--- src/rtl/can_motor_command_encoder_tracker_macros.svh ---
// ----------------------------------------------------------------------------
// Assertion macros for the motor command encoder tracker
// Each macro expects aclk and aresetn in the scope where it is used.
// ----------------------------------------------------------------------------
`ifndef CAN_MOTOR_COMMAND_ENCODER_TRACKER_MACROS_SVH
`define CAN_MOTOR_COMMAND_ENCODER_TRACKER_MACROS_SVH

// Same-cycle implication, disabled during reset
`define CMET_ASSERT_SAME(label, ante, cons, msg) \
    label: assert property (@(posedge aclk) disable iff (!aresetn) (ante) |-> (cons)) \
        else $error(msg);

// Next-cycle implication, disabled during reset
`define CMET_ASSERT_NEXT(label, ante, cons, msg) \
    label: assert property (@(posedge aclk) disable iff (!aresetn) (ante) |=> (cons)) \
        else $error(msg);

`endif

--- src/rtl/cmet_pkg.sv ---
// ----------------------------------------------------------------------------
// cmet_pkg
// Shared types, codes and frame layout function for the motor command
// encoder tracker.
// ----------------------------------------------------------------------------
`default_nettype none

package cmet_pkg;

    // Single-turn encoder resolution
    localparam int EncBits = 16;
    localparam logic [31:0] EncHalf = 32'(1) << (EncBits - 1);

    // Result queue between front and back
    localparam int QDepth = 4;
    localparam int QAw    = $clog2(QDepth);

    // Operation codes
    typedef enum logic [3:0] {
        OpSpeed    = 4'd0,
        OpStop     = 4'd1,
        OpStopHold = 4'd2,
        OpEnable   = 4'd3,
        OpDisable  = 4'd4,
        OpReadEnc  = 4'd5,
        OpEncSamp  = 4'd6,
        OpZeroOfs  = 4'd7,
        OpSetPos   = 4'd8
    } op_t;

    // Configuration register indexes
    localparam logic [2:0] RegAxis   = 3'd0;
    localparam logic [2:0] RegExtId  = 3'd1;
    localparam logic [2:0] RegStdId  = 3'd2;
    localparam logic [2:0] RegMaxSpd = 3'd3;
    localparam logic [2:0] RegPosTol = 3'd4;

    // Frame bytes
    localparam logic [7:0] AxisLead   = 8'h23;
    localparam logic [7:0] AxisMid    = 8'h20;
    localparam logic [7:0] OpcSpeed   = 8'hA2;
    localparam logic [7:0] OpcStop    = 8'h81;
    localparam logic [7:0] OpcEnable  = 8'h88;
    localparam logic [7:0] OpcDisable = 8'h80;
    localparam logic [7:0] OpcReadEnc = 8'h9C;
    localparam logic [7:0] SubNone    = 8'h00;
    localparam logic [7:0] SubEnable  = 8'h0D;
    localparam logic [7:0] SubDisable = 8'h0C;

    // Configuration register set
    typedef struct packed {
        logic [7:0]  axis;
        logic [28:0] ext_id;
        logic [10:0] std_id;
        logic [30:0] max_speed;
        logic [30:0] pos_tol;
    } cfg_t;

    // One queued transaction: the main frame plus the state after the item
    typedef struct packed {
        logic        has_frame;
        logic        two;        // read-encoder frame goes out first
        logic [7:0]  opcode;
        logic [7:0]  sub;
        logic [31:0] data;
        logic [31:0] position;
        logic [31:0] speed;
    } entry_t;

    // Axis layout is big-endian after the header; opcode layout little-endian
    function automatic logic [63:0] build_frame(input logic [7:0] axis,
                                                input logic [7:0] opcode,
                                                input logic [7:0] sub,
                                                input logic [31:0] data);
        logic [63:0] f;
        if (axis != 8'd0) begin
            f = {data[7:0], data[15:8], data[23:16], data[31:24],
                 axis, AxisMid, sub, AxisLead};
        end else begin
            f = {data, 24'd0, opcode};
        end
        return f;
    endfunction

endpackage

`default_nettype wire

--- src/rtl/cmet_front.sv ---
// ----------------------------------------------------------------------------
// cmet_front
// Accepts operations, decodes them, updates the encoder tracking and speed
// state and pushes one entry per transaction into the result queue.
// ----------------------------------------------------------------------------
`default_nettype none

module cmet_front (
    input  wire logic            aclk,
    input  wire logic            aresetn,
    input  wire cmet_pkg::cfg_t  cfg,
    input  wire logic            s_valid,
    output logic                 s_ready,
    input  wire logic [3:0]      s_operation,
    input  wire logic [31:0]     s_value,
    input  wire logic [15:0]     s_raw_count,
    output logic                 q_push,
    output cmet_pkg::entry_t     q_entry,
    input  wire logic            q_full
);
    import cmet_pkg::*;

    // u_reg     : previous unwrapped count plus half a turn
    // base_reg  : u_reg minus the captured zero offset
    // Both move by the same step, so the tracked position after a sample
    // is one add away.
    logic [31:0] u_reg, u_next;
    logic [31:0] base_reg, base_next;
    logic [31:0] track_reg, track_next;
    logic [31:0] speed_reg, speed_next;

    logic               accept;
    logic [31:0]        raw_ext;
    logic [EncBits-1:0] d_low;
    logic [31:0]        step;
    logic signed [33:0] diff;
    logic signed [33:0] tol_s;

    assign s_ready = !q_full;
    assign accept  = s_valid && s_ready;
    assign q_push  = accept;

    // Wrapped step, sign-extended from the encoder width
    assign raw_ext = 32'(s_raw_count);
    assign d_low   = raw_ext[EncBits-1:0] - u_reg[EncBits-1:0];
    assign step    = {{(32-EncBits){d_low[EncBits-1]}}, d_low};

    // Exact target minus position for the set-position dead band
    assign diff  = $signed({{2{s_value[31]}}, s_value})
                 - $signed({{2{track_reg[31]}}, track_reg});
    assign tol_s = $signed({3'b000, cfg.pos_tol});

    // Decode
    always_comb begin
        u_next     = u_reg;
        base_next  = base_reg;
        track_next = track_reg;
        speed_next = speed_reg;

        q_entry           = '0;
        q_entry.has_frame = 1'b1;

        case (op_t'(s_operation))
            OpSpeed: begin
                q_entry.opcode = OpcSpeed;
                q_entry.data   = s_value;
            end
            OpStop: begin
                speed_next     = 32'd0;
                q_entry.opcode = OpcStop;
            end
            OpStopHold: begin
                speed_next     = 32'd0;
                q_entry.opcode = OpcSpeed;
            end
            OpEnable: begin
                q_entry.opcode = OpcEnable;
                q_entry.sub    = SubEnable;
            end
            OpDisable: begin
                q_entry.opcode = OpcDisable;
                q_entry.sub    = SubDisable;
            end
            OpReadEnc: begin
                q_entry.opcode = OpcReadEnc;
                q_entry.sub    = SubDisable;
            end
            OpEncSamp: begin
                u_next            = u_reg + step;
                base_next         = base_reg + step;
                track_next        = base_reg + step;
                q_entry.has_frame = 1'b0;
            end
            OpZeroOfs: begin
                // offset becomes the shown position; rebase the next sample
                base_next         = u_reg - track_reg;
                q_entry.has_frame = 1'b0;
            end
            OpSetPos: begin
                if (cfg.ext_id != 29'd0) begin
                    q_entry.has_frame = 1'b0;
                end else begin
                    q_entry.two = 1'b1;
                    if (diff < -tol_s) begin
                        speed_next     = 32'd0 - {1'b0, cfg.max_speed};
                        q_entry.opcode = OpcSpeed;
                        q_entry.data   = speed_next;
                    end else if (diff > tol_s) begin
                        speed_next     = {1'b0, cfg.max_speed};
                        q_entry.opcode = OpcSpeed;
                        q_entry.data   = speed_next;
                    end else begin
                        speed_next     = 32'd0;
                        q_entry.opcode = OpcStop;
                    end
                end
            end
            default: begin
                q_entry.has_frame = 1'b0;
            end
        endcase

        q_entry.position = track_next;
        q_entry.speed    = speed_next;
    end

    // Tracking state
    always_ff @(posedge aclk) begin
        if (!aresetn) begin
            u_reg     <= EncHalf;
            base_reg  <= EncHalf;
            track_reg <= 32'd0;
            speed_reg <= 32'd0;
        end else if (accept) begin
            u_reg     <= u_next;
            base_reg  <= base_next;
            track_reg <= track_next;
            speed_reg <= speed_next;
        end
    end

endmodule

`default_nettype wire

--- src/rtl/cmet_queue.sv ---
// ----------------------------------------------------------------------------
// cmet_queue
// Short FIFO of decoded entries between the front and the back.
// ----------------------------------------------------------------------------
`default_nettype none

module cmet_queue (
    input  wire logic             aclk,
    input  wire logic             aresetn,
    input  wire logic             push,
    input  wire cmet_pkg::entry_t push_entry,
    output logic                  full,
    input  wire logic             pop,
    output cmet_pkg::entry_t      pop_entry,
    output logic                  empty
);
    import cmet_pkg::*;

    entry_t           mem [QDepth];
    logic [QAw-1:0]   wr_ptr_reg, wr_ptr_next;
    logic [QAw-1:0]   rd_ptr_reg, rd_ptr_next;
    logic [QAw:0]     count_reg, count_next;

    assign full      = (count_reg == (QAw+1)'(QDepth));
    assign empty     = (count_reg == '0);
    assign pop_entry = mem[rd_ptr_reg];

    // Pointer and fill count
    always_comb begin
        wr_ptr_next = push ? wr_ptr_reg + 1'b1 : wr_ptr_reg;
        rd_ptr_next = pop  ? rd_ptr_reg + 1'b1 : rd_ptr_reg;
        count_next  = count_reg;
        if (push && !pop) begin
            count_next = count_reg + 1'b1;
        end else if (pop && !push) begin
            count_next = count_reg - 1'b1;
        end
    end

    always_ff @(posedge aclk) begin
        if (!aresetn) begin
            wr_ptr_reg <= '0;
            rd_ptr_reg <= '0;
            count_reg  <= '0;
        end else begin
            wr_ptr_reg <= wr_ptr_next;
            rd_ptr_reg <= rd_ptr_next;
            count_reg  <= count_next;
        end
    end

    // Entry storage
    always_ff @(posedge aclk) begin
        if (push) begin
            mem[wr_ptr_reg] <= push_entry;
        end
    end

endmodule

`default_nettype wire

--- src/rtl/cmet_back.sv ---
// ----------------------------------------------------------------------------
// cmet_back
// Takes entries from the queue, builds the CAN frames and drives the result
// output register; a set-position entry with a standard id expands into two results.
// ----------------------------------------------------------------------------
`default_nettype none

module cmet_back (
    input  wire logic             aclk,
    input  wire logic             aresetn,
    input  wire cmet_pkg::cfg_t   cfg,
    input  wire cmet_pkg::entry_t q_entry,
    input  wire logic             q_empty,
    output logic                  q_pop,
    output logic                  m_valid,
    input  wire logic             m_ready,
    output logic                  m_frame_valid,
    output logic                  m_frame_extended,
    output logic [28:0]           m_frame_id,
    output logic [63:0]           m_frame_data,
    output logic signed [31:0]    m_position,
    output logic signed [31:0]    m_speed,
    output logic                  m_last
);
    import cmet_pkg::*;

    logic        valid_reg, valid_next;
    logic        pend_reg, pend_next;
    entry_t      held_reg;
    logic        fv_reg, ext_reg, last_reg;
    logic [28:0] id_reg;
    logic [63:0] data_reg;
    logic [31:0] pos_reg, spd_reg;

    logic        load_ok;
    logic        load;
    entry_t      src;
    logic        src_fv;
    logic        src_last;
    logic [7:0]  src_opc;
    logic [7:0]  src_sub;
    logic [31:0] src_data;

    assign load_ok = !valid_reg || m_ready;
    assign q_pop   = load_ok && !pend_reg && !q_empty;
    assign load    = load_ok && (pend_reg || !q_empty);

    // Pick what goes into the output register next
    always_comb begin
        src      = pend_reg ? held_reg : q_entry;
        src_fv   = src.has_frame;
        src_last = 1'b1;
        src_opc  = src.opcode;
        src_sub  = src.sub;
        src_data = src.data;
        pend_next = pend_reg;
        if (pend_reg) begin
            if (load_ok) begin
                pend_next = 1'b0;
            end
        end else if (q_pop && q_entry.two) begin
            // read-encoder frame leads; main frame follows
            pend_next = 1'b1;
            src_last  = 1'b0;
            src_opc   = OpcReadEnc;
            src_sub   = SubDisable;
            src_data  = 32'd0;
        end
        valid_next = load_ok ? load : valid_reg;
    end

    // Control
    always_ff @(posedge aclk) begin
        if (!aresetn) begin
            valid_reg <= 1'b0;
            pend_reg  <= 1'b0;
        end else begin
            valid_reg <= valid_next;
            pend_reg  <= pend_next;
        end
    end

    // Payload
    always_ff @(posedge aclk) begin
        if (q_pop) begin
            held_reg <= q_entry;
        end
        if (load) begin
            fv_reg   <= src_fv;
            ext_reg  <= src_fv && (cfg.ext_id != 29'd0);
            id_reg   <= !src_fv ? 29'd0
                      : (cfg.ext_id != 29'd0) ? cfg.ext_id : 29'(cfg.std_id);
            data_reg <= src_fv ? build_frame(cfg.axis, src_opc, src_sub, src_data)
                               : 64'd0;
            pos_reg  <= src.position;
            spd_reg  <= src.speed;
            last_reg <= src_last;
        end
    end

    assign m_valid          = valid_reg;
    assign m_frame_valid    = fv_reg;
    assign m_frame_extended = ext_reg;
    assign m_frame_id       = id_reg;
    assign m_frame_data     = data_reg;
    assign m_position       = pos_reg;
    assign m_speed          = spd_reg;
    assign m_last           = last_reg;

endmodule

`default_nettype wire

--- src/rtl/can_motor_command_encoder_tracker.sv ---
// ----------------------------------------------------------------------------
// can_motor_command_encoder_tracker
// CAN motor command framer with multi-turn encoder position tracking.
// ----------------------------------------------------------------------------
// One operation is accepted per cycle while the four-entry result queue has
// room. The front decodes it and updates position and speed in the cycle of
// acceptance; results pass through the queue and the output register. While
// m_ready is high the output register delivers one result per cycle: one per
// single-frame or no-frame operation, two for std-id set-position. Position
// and speed on every result show the state after the whole operation. The
// user writes configuration through cfg_we, cfg_index and cfg_wdata only
// while no transaction is in flight; the block itself does not enforce this.
// ----------------------------------------------------------------------------
`default_nettype none

`include "can_motor_command_encoder_tracker_macros.svh"

module can_motor_command_encoder_tracker (
    input  wire logic               aclk,
    input  wire logic               aresetn,
    // configuration
    input  wire logic               cfg_we,
    input  wire logic [2:0]         cfg_index,
    input  wire logic [30:0]        cfg_wdata,
    // operations
    input  wire logic               s_valid,
    output logic                    s_ready,
    input  wire logic [3:0]         s_operation,
    input  wire logic signed [31:0] s_value,
    input  wire logic [15:0]        s_raw_count,
    // results
    output logic                    m_valid,
    input  wire logic               m_ready,
    output logic                    m_frame_valid,
    output logic                    m_frame_extended,
    output logic [28:0]             m_frame_id,
    output logic [63:0]             m_frame_data,
    output logic signed [31:0]      m_position,
    output logic signed [31:0]      m_speed,
    output logic                    m_last
);
    import cmet_pkg::*;

    cfg_t   cfg_reg;
    logic   q_push, q_full, q_pop, q_empty;
    entry_t push_entry, pop_entry;

    // Configuration registers
    always_ff @(posedge aclk) begin
        if (!aresetn) begin
            cfg_reg.axis      <= 8'd0;
            cfg_reg.ext_id    <= 29'd0;
            cfg_reg.std_id    <= 11'd0;
            cfg_reg.max_speed <= 31'd1000;
            cfg_reg.pos_tol   <= 31'd10;
        end else if (cfg_we) begin
            case (cfg_index)
                RegAxis:   cfg_reg.axis      <= cfg_wdata[7:0];
                RegExtId:  cfg_reg.ext_id    <= cfg_wdata[28:0];
                RegStdId:  cfg_reg.std_id    <= cfg_wdata[10:0];
                RegMaxSpd: cfg_reg.max_speed <= cfg_wdata;
                RegPosTol: cfg_reg.pos_tol   <= cfg_wdata;
                default: begin
                end
            endcase
        end
    end

    cmet_front u_front (
        .aclk        (aclk),
        .aresetn     (aresetn),
        .cfg         (cfg_reg),
        .s_valid     (s_valid),
        .s_ready     (s_ready),
        .s_operation (s_operation),
        .s_value     (s_value),
        .s_raw_count (s_raw_count),
        .q_push      (q_push),
        .q_entry     (push_entry),
        .q_full      (q_full)
    );

    cmet_queue u_queue (
        .aclk       (aclk),
        .aresetn    (aresetn),
        .push       (q_push),
        .push_entry (push_entry),
        .full       (q_full),
        .pop        (q_pop),
        .pop_entry  (pop_entry),
        .empty      (q_empty)
    );

    cmet_back u_back (
        .aclk             (aclk),
        .aresetn          (aresetn),
        .cfg              (cfg_reg),
        .q_entry          (pop_entry),
        .q_empty          (q_empty),
        .q_pop            (q_pop),
        .m_valid          (m_valid),
        .m_ready          (m_ready),
        .m_frame_valid    (m_frame_valid),
        .m_frame_extended (m_frame_extended),
        .m_frame_id       (m_frame_id),
        .m_frame_data     (m_frame_data),
        .m_position       (m_position),
        .m_speed          (m_speed),
        .m_last           (m_last)
    );

    // Checks
    `CMET_ASSERT_SAME(a_noframe_zero, m_valid && !m_frame_valid, !m_frame_extended && m_frame_id == 29'd0 && m_frame_data == 64'd0, "no-frame result carries frame fields")
    `CMET_ASSERT_SAME(a_first_is_frame, m_valid && !m_last, m_frame_valid, "non-final result without a frame")
    `CMET_ASSERT_NEXT(a_second_follows, m_valid && !m_last && m_ready, m_valid && m_last, "second set-position frame not delivered next")

endmodule

`default_nettype wire

--- config.mk ---
export PLATFORM = sky130hd
export DESIGN_NAME = can_motor_command_encoder_tracker
export DESIGN_NICKNAME = d
export VERILOG_FILES = /design/src/rtl/cmet_pkg.sv /design/src/rtl/cmet_front.sv /design/src/rtl/cmet_queue.sv /design/src/rtl/cmet_back.sv /design/src/rtl/can_motor_command_encoder_tracker.sv
export VERILOG_INCLUDE_DIRS = /design/src /design/src/rtl
export SDC_FILE = /design/constraint.sdc
export NUM_CORES = 2
export LEC_CHECK = 0
export ABC_CLOCK_PERIOD_IN_PS = 14300
export BUFFER_PORTS_ARGS = -buffer_cell sky130_fd_sc_hd__buf_2
export CAP_MARGIN = 5
export CORE_ASPECT_RATIO = 1.75
export CORE_MARGIN = 5
export CORE_UTILIZATION = 45
export CTS_CLUSTER_DIAMETER = 100
export DETAILED_ROUTE_END_ITERATION = 10
export GPL_TIMING_DRIVEN = 1
export SLEW_MARGIN = 20
export SYNTH_ARGS = -nofsm -noshare
export SYNTH_HDL_FRONTEND = slang
export SYNTH_SLANG_ARGS = --single-unit
--- constraint.sdc ---
create_clock -name aclk -period 14.3 [get_ports aclk]
set_input_delay 0.715 -clock aclk [delete_from_list [all_inputs] [get_ports aclk]]
set_output_delay 0.715 -clock aclk [all_outputs]
set_load 0.01 [all_outputs]
After elaboration in Yosys (flattened, before gate mapping)

Memories as Yosys holds them, arrays and structs flattened. A register that Yosys moved wholly into a read port is not among the register bits.
Cells that the tools add are included.

Add/subtract/negate cells: 11
$lt $le $gt $ge: 2
Equal/unequal tests: 13
Muxes and demuxes: 35
Bitwise operators: 1
Reductions and logical operators: 37

Operators with widths:

| cell                    | count |
|---|---|
| $mux W32                | 6 |
| $pmux W32 S2            | 3 |
| $mux W114               | 1 |
| $add A32 B32 Y32        | 2 |
| $mux W64                | 1 |
| $pmux W8 S6             | 1 |
| $mux W8                 | 5 |
| $gt A34 B32 Y1          | 1 |
| $lt A34 B34 Y1          | 1 |
| $neg A31 Y34            | 1 |
| $sub A32 B32 Y33        | 1 |
| $sub A1 B31 Y32 const A | 1 |
| $sub A32 B32 Y32        | 1 |
| $mux W31                | 1 |
| $reduce_bool A29 Y1     | 1 |
| $reduce_and A2 Y1       | 9 |
| $eq A4 B3 Y1 const B    | 4 |
| $sub A16 B16 Y16        | 1 |
| $mux W11                | 1 |
| $mux W9                 | 1 |
| $eq A4 B2 Y1 const B    | 2 |
| $logic_and A1 B1 Y1     | 8 |
| $mux W1                 | 8 |
| $pmux W4 S2             | 1 |
| other kinds (21)        | 37 |

Register bits after elaboration: 521
Memory bits (writable): 440
Output and inout bits: 162
Memories: 1

Memories:

| memory      | words | width | rd ports | clocked after memory_dff | write ports | line             | RTL |
|---|---|---|---|---|---|---|---|
| u_queue.mem | 4     | 110   | 1        | 1                        | 1           | cmet_queue.sv:19 | `entry_t mem [QDepth];` |

Depth between registers and ports, before layout

Depth in word-level cells: 8
Depth in mapped cells: 28
Gate-level depth less buffers: 27

By module

Synthesis repeated with hierarchy kept, for this count alone.

Cell total of the unflattened synthesis: 3,757
Area, all modules: 46,891.2 µm²

Modules (own cells, without submodules):

| module                            | instances | cells an instance | area an instance (µm²) |
|---|---|---|---|
| cmet_queue                        | 1         | 639               | 16,906.2 |
| cmet_front                        | 1         | 2,124             | 15,476.1 |
| cmet_back                         | 1         | 591               | 10,415.0 |
| can_motor_command_encoder_tracker | 1         | 403               | 4,093.9 |

Worst setup path after synthesis

No wires, ideal clock.

Path kind: register to register
Start point: register u_back.pend_reg
End point: register u_back.data_reg[0] (netlist: u_back.m_frame_data[0]) (enable)
Library setup time: 0.649 ns
Arrival: 7.015 ns
Setup slack: 6.636 ns
Cell stages (with the launch flop): 5
Buffers on the path: 2
Cells stage by stage: dfxtp_1 clkbuf_1 clkbuf_1 nor4_1 nor2_1

Cells in the longest elaborated chain, start to end: 2

Ends and longest elaborated chain:

| element                  | line            | RTL |
|---|---|---|
| start: declaration       | cmet_back.sv:28 | `logic pend_reg, pend_next;` |
| start signal: assignment | cmet_back.sv:79 | `pend_reg <= pend_next;` |
| $logic_or A1 B1 Y1       | cmet_back.sv:46 | `assign load = load_ok && (pend_reg \|\| !q_empty);` |
| $logic_and A1 B1 Y1      | cmet_back.sv:46 |  |
| via u_back.load          | cmet_back.sv:36 | `logic load;` |
| end signal: assignment   | cmet_back.sv:93 | `data_reg <= src_fv ? build_frame(cfg.axis, src_opc, src_sub, src_data)` |
| end: declaration         | cmet_back.sv:32 | `logic [63:0] data_reg;` |

The timed path passes the listed nets, and every way through them passes these cells.
A chain may end at the register's enable or synchronous reset.

==> reports/results.tsv <==
stage	metric	value	unit
outcome	run status	finished, final reports clean	
clock_tree	latest clock arrival within the worst-skew pair	690	ps
floorplan	Die Wd	248	um
grt	total grt overflow	0	
job	max_cap viols	0	
layout	most common cell after layout, fill and taps aside	edfxtp_1	
worst_setup_path	CP Data Required Time	14820	ps
clock_tree	TritonCTS Buffers	86	
route	DR iter-0 viols	2061	
synthesis	Mapped Cells	3774	
synthesis	fraction of the yosys area taken by sequential cells	56.3	%
timing	Slew Viols, Final	0	
synthesis	ys async rst share	0	%
grt	global-route usage over all layers	23.2	%
floorplan	I/O pin count	253	
clock_tree	clock root buffer master	clkbuf_16	
min_path	worst hold path class	in -> reg	
grt	initial antenna violation count	4	
synthesis	Cell variety after synth	90	
synthesis	EDFF count, synth	668	
worst_setup_path	crit path kind	reg -> reg	
worst_setup_path	CP max FO	54	
synthesis	top_reg_cell synth	edfxtp_1	
clock_tree	clk buf depth	3	
layout	max reg flops	420	
worst_setup_path	Setup crit end kind	flip-flop	
grt	vias in the first global route	30000	
clock_tree	post-cts sizing count	0	
clock_tree	total setup buffers inserted after CTS	0	
route	WL met3	5.14	mm
timing	fin crit share	48.3	%
floorplan	Starting Density	45.4	%
route	vias post-DR	29900	
synthesis	Netlist Area Pre-Place	44500	um2
timing	final setup TNS	0	ps
clock_tree	CTS clk-pin slew, worst paths	70	ps
route	drc violations	0	
grt	largest net degree at the start of global routing	91	
placement	GPL Wtd Cong	0.937	
floorplan	die footprint	106000	um2
layout	Post-Route Utilization	51.0	%
worst_setup_path	Critical Path AT	7430	ps
route	drt pass-1 iters	5	
synthesis	Yosys reg bits	917	
layout	layout cells sized above 1	16.1	%
layout	most frequent cells in the layout	edfxtp_1 (668), nand2_1 (589), dfxtp_1 (246)	
floorplan	Die Ht	426	um
route	vias per cell	5.57	
clock_tree	Hold Buf Count CTS	0	
layout	Synth-to-Final Area Change	12.4	%
power	Peak VDD IR	149	uV
route	Met2 Wirelength	64.4	mm
placement	port buffer count	239	
timing	RSZ-0062 raised after global routing	false	
clock_tree	CTS sink cnt	917	
route	routed wire length	123	mm
worst_setup_path	CP startpoint kind	flip-flop	
route	Routed wire per std cell	22.9	um
timing	Worst slew margin	19.9	%
layout	nets@finish	4285	
timing	Fmax	0.145	GHz
grt	global-route wire length before repair	185	mm
placement	post-DP HPWL	89.5	mm
floorplan	Core Footprint	98100	um2
power	leakage	0.0185	uW
route	wl on met1	45.3	mm
clock_tree	H-tree depth	3	
floorplan	Std-Cell Rows	152	
synthesis	Syn Area/Cell	11.8	um2
clock_tree	CTS tree	yes	
timing	Worst Skew	32.2	ps
timing	Slew @ Worst Pin	1190	ps
timing	Setup-failing EPs final	0	
route	highest routed layer	met5	
timing	Fin. Hold Viols	0	
synthesis	YS warnings	0	
route	Final ANT Viol Nets	0	
timing	hold_ws	338	ps
power	Design Power	8280	uW
power	PD cells	166	nW/um2
timing	post-route minimum period	6910	ps
## stage by stage
stage                     cells  cell area (um2)  setup slack, ps
after floorplan            3786            44600             6640
final                      5364            50000             7390
after global routing       5363            50000             7040
after global placement     5199            47100             7020
after detailed placement   5199            47100             6960
after CTS                  5360            50000             7440
## metal layers
layer,up-vias,global-route usage [%]
met5,-,0
li1,14300,-
met4,2,13.1
met2,773,42.0
met1,14600,26.1
met3,247,2.94
## report_power, final
group / internal [uW] / switching (uW) / leakage, uW / total (uW)
Clock: 1340 / 1030 / 0.00142 / 2370
Combinational: 814 / 1320 / 0.00869 / 2140
Sequential: 3600 / 176 / 0.00838 / 3780
Total: 5750 / 2530 / 0.0185 / 8280
## critical path: stages (launching register included)
cell and delay (ps):
dfxtp_1 390, ha_1 180, inv_1 50, fa_1 400, a21oi_1 280, o211ai_1 140, a21oi_1 400, o22ai_1 220
o22ai_1 330, o211ai_1 130, o211a_1 140, or4_1 410, a31o_2 250, a21oi_1 170, xnor2_1 120, ha_1 280
nand4_1 80, or2_2 330, nor3_1 260, o41ai_1 140, a21oi_1 300, and4b_1 250, a211oi_2 570, o21ai_4 60
buf_4 370, nor2_1 260, a21o_1 170
## synthesized netlist by cell type (all sizes together), types with 68 or more instances
master	instances	area, um2
a21boi	137	1030
a21o	86	646
a21oi	165	830
and2	70	439
clkbuf	140	526
dfxtp	249	4980
edfxtp	668	20100
ha	210	2630
inv	133	499
mux2	77	867
mux4	105	2360
nand2	589	2210
nor2	141	529
o21ai	272	1370
xnor2	101	892
xor2	68	596
## cells by family (layout without fill, tap and decap cells)
group,after synthesis,after routing,share of synthesized area [%]
AND/OR/NAND/NOR,1086,1086,11.1
flip-flops,917,917,56.3
AO/OA/AOI/OAI,885,885,12.9
buffers and inverters,313,578,2.78
adder cells (fa/ha/maj),216,216,6.17
multiplexers,186,186,7.35
XOR/XNOR,170,170,3.39
other,1,17,0.00843
## path summary, 6_finish.rpt
check	endpoint	slack [ps]	cells past startpoint	startpoint
worst max-delay path	u_queue.mem[0][18]	7390	26	u_front.track_reg[0]
worst max register to register	u_queue.mem[0][18]	7390	26	u_front.track_reg[0]
worst min-delay path	cfg_reg[29]	340	3	cfg_wdata[29]
worst min register to register	u_front.speed_reg[19]	450	2	u_front.speed_reg[19]
## final cells by class
| type | count | area (um2) |
|---|---|---|
| fillers | 8915 | 48100 |
| flip-flops and latches | 917 | 25100 |
| multi-input cells | 2556 | 18400 |
| clock buffers | 117 | 2400 |
| well taps | 1309 | 1640 |
| repair buffers | 283 | 1530 |
| clock inverters | 44 | 510 |
| inverters | 134 | 505 |
| diodes | 4 | 10.0 |
Power figures use the tool's default switching activity.
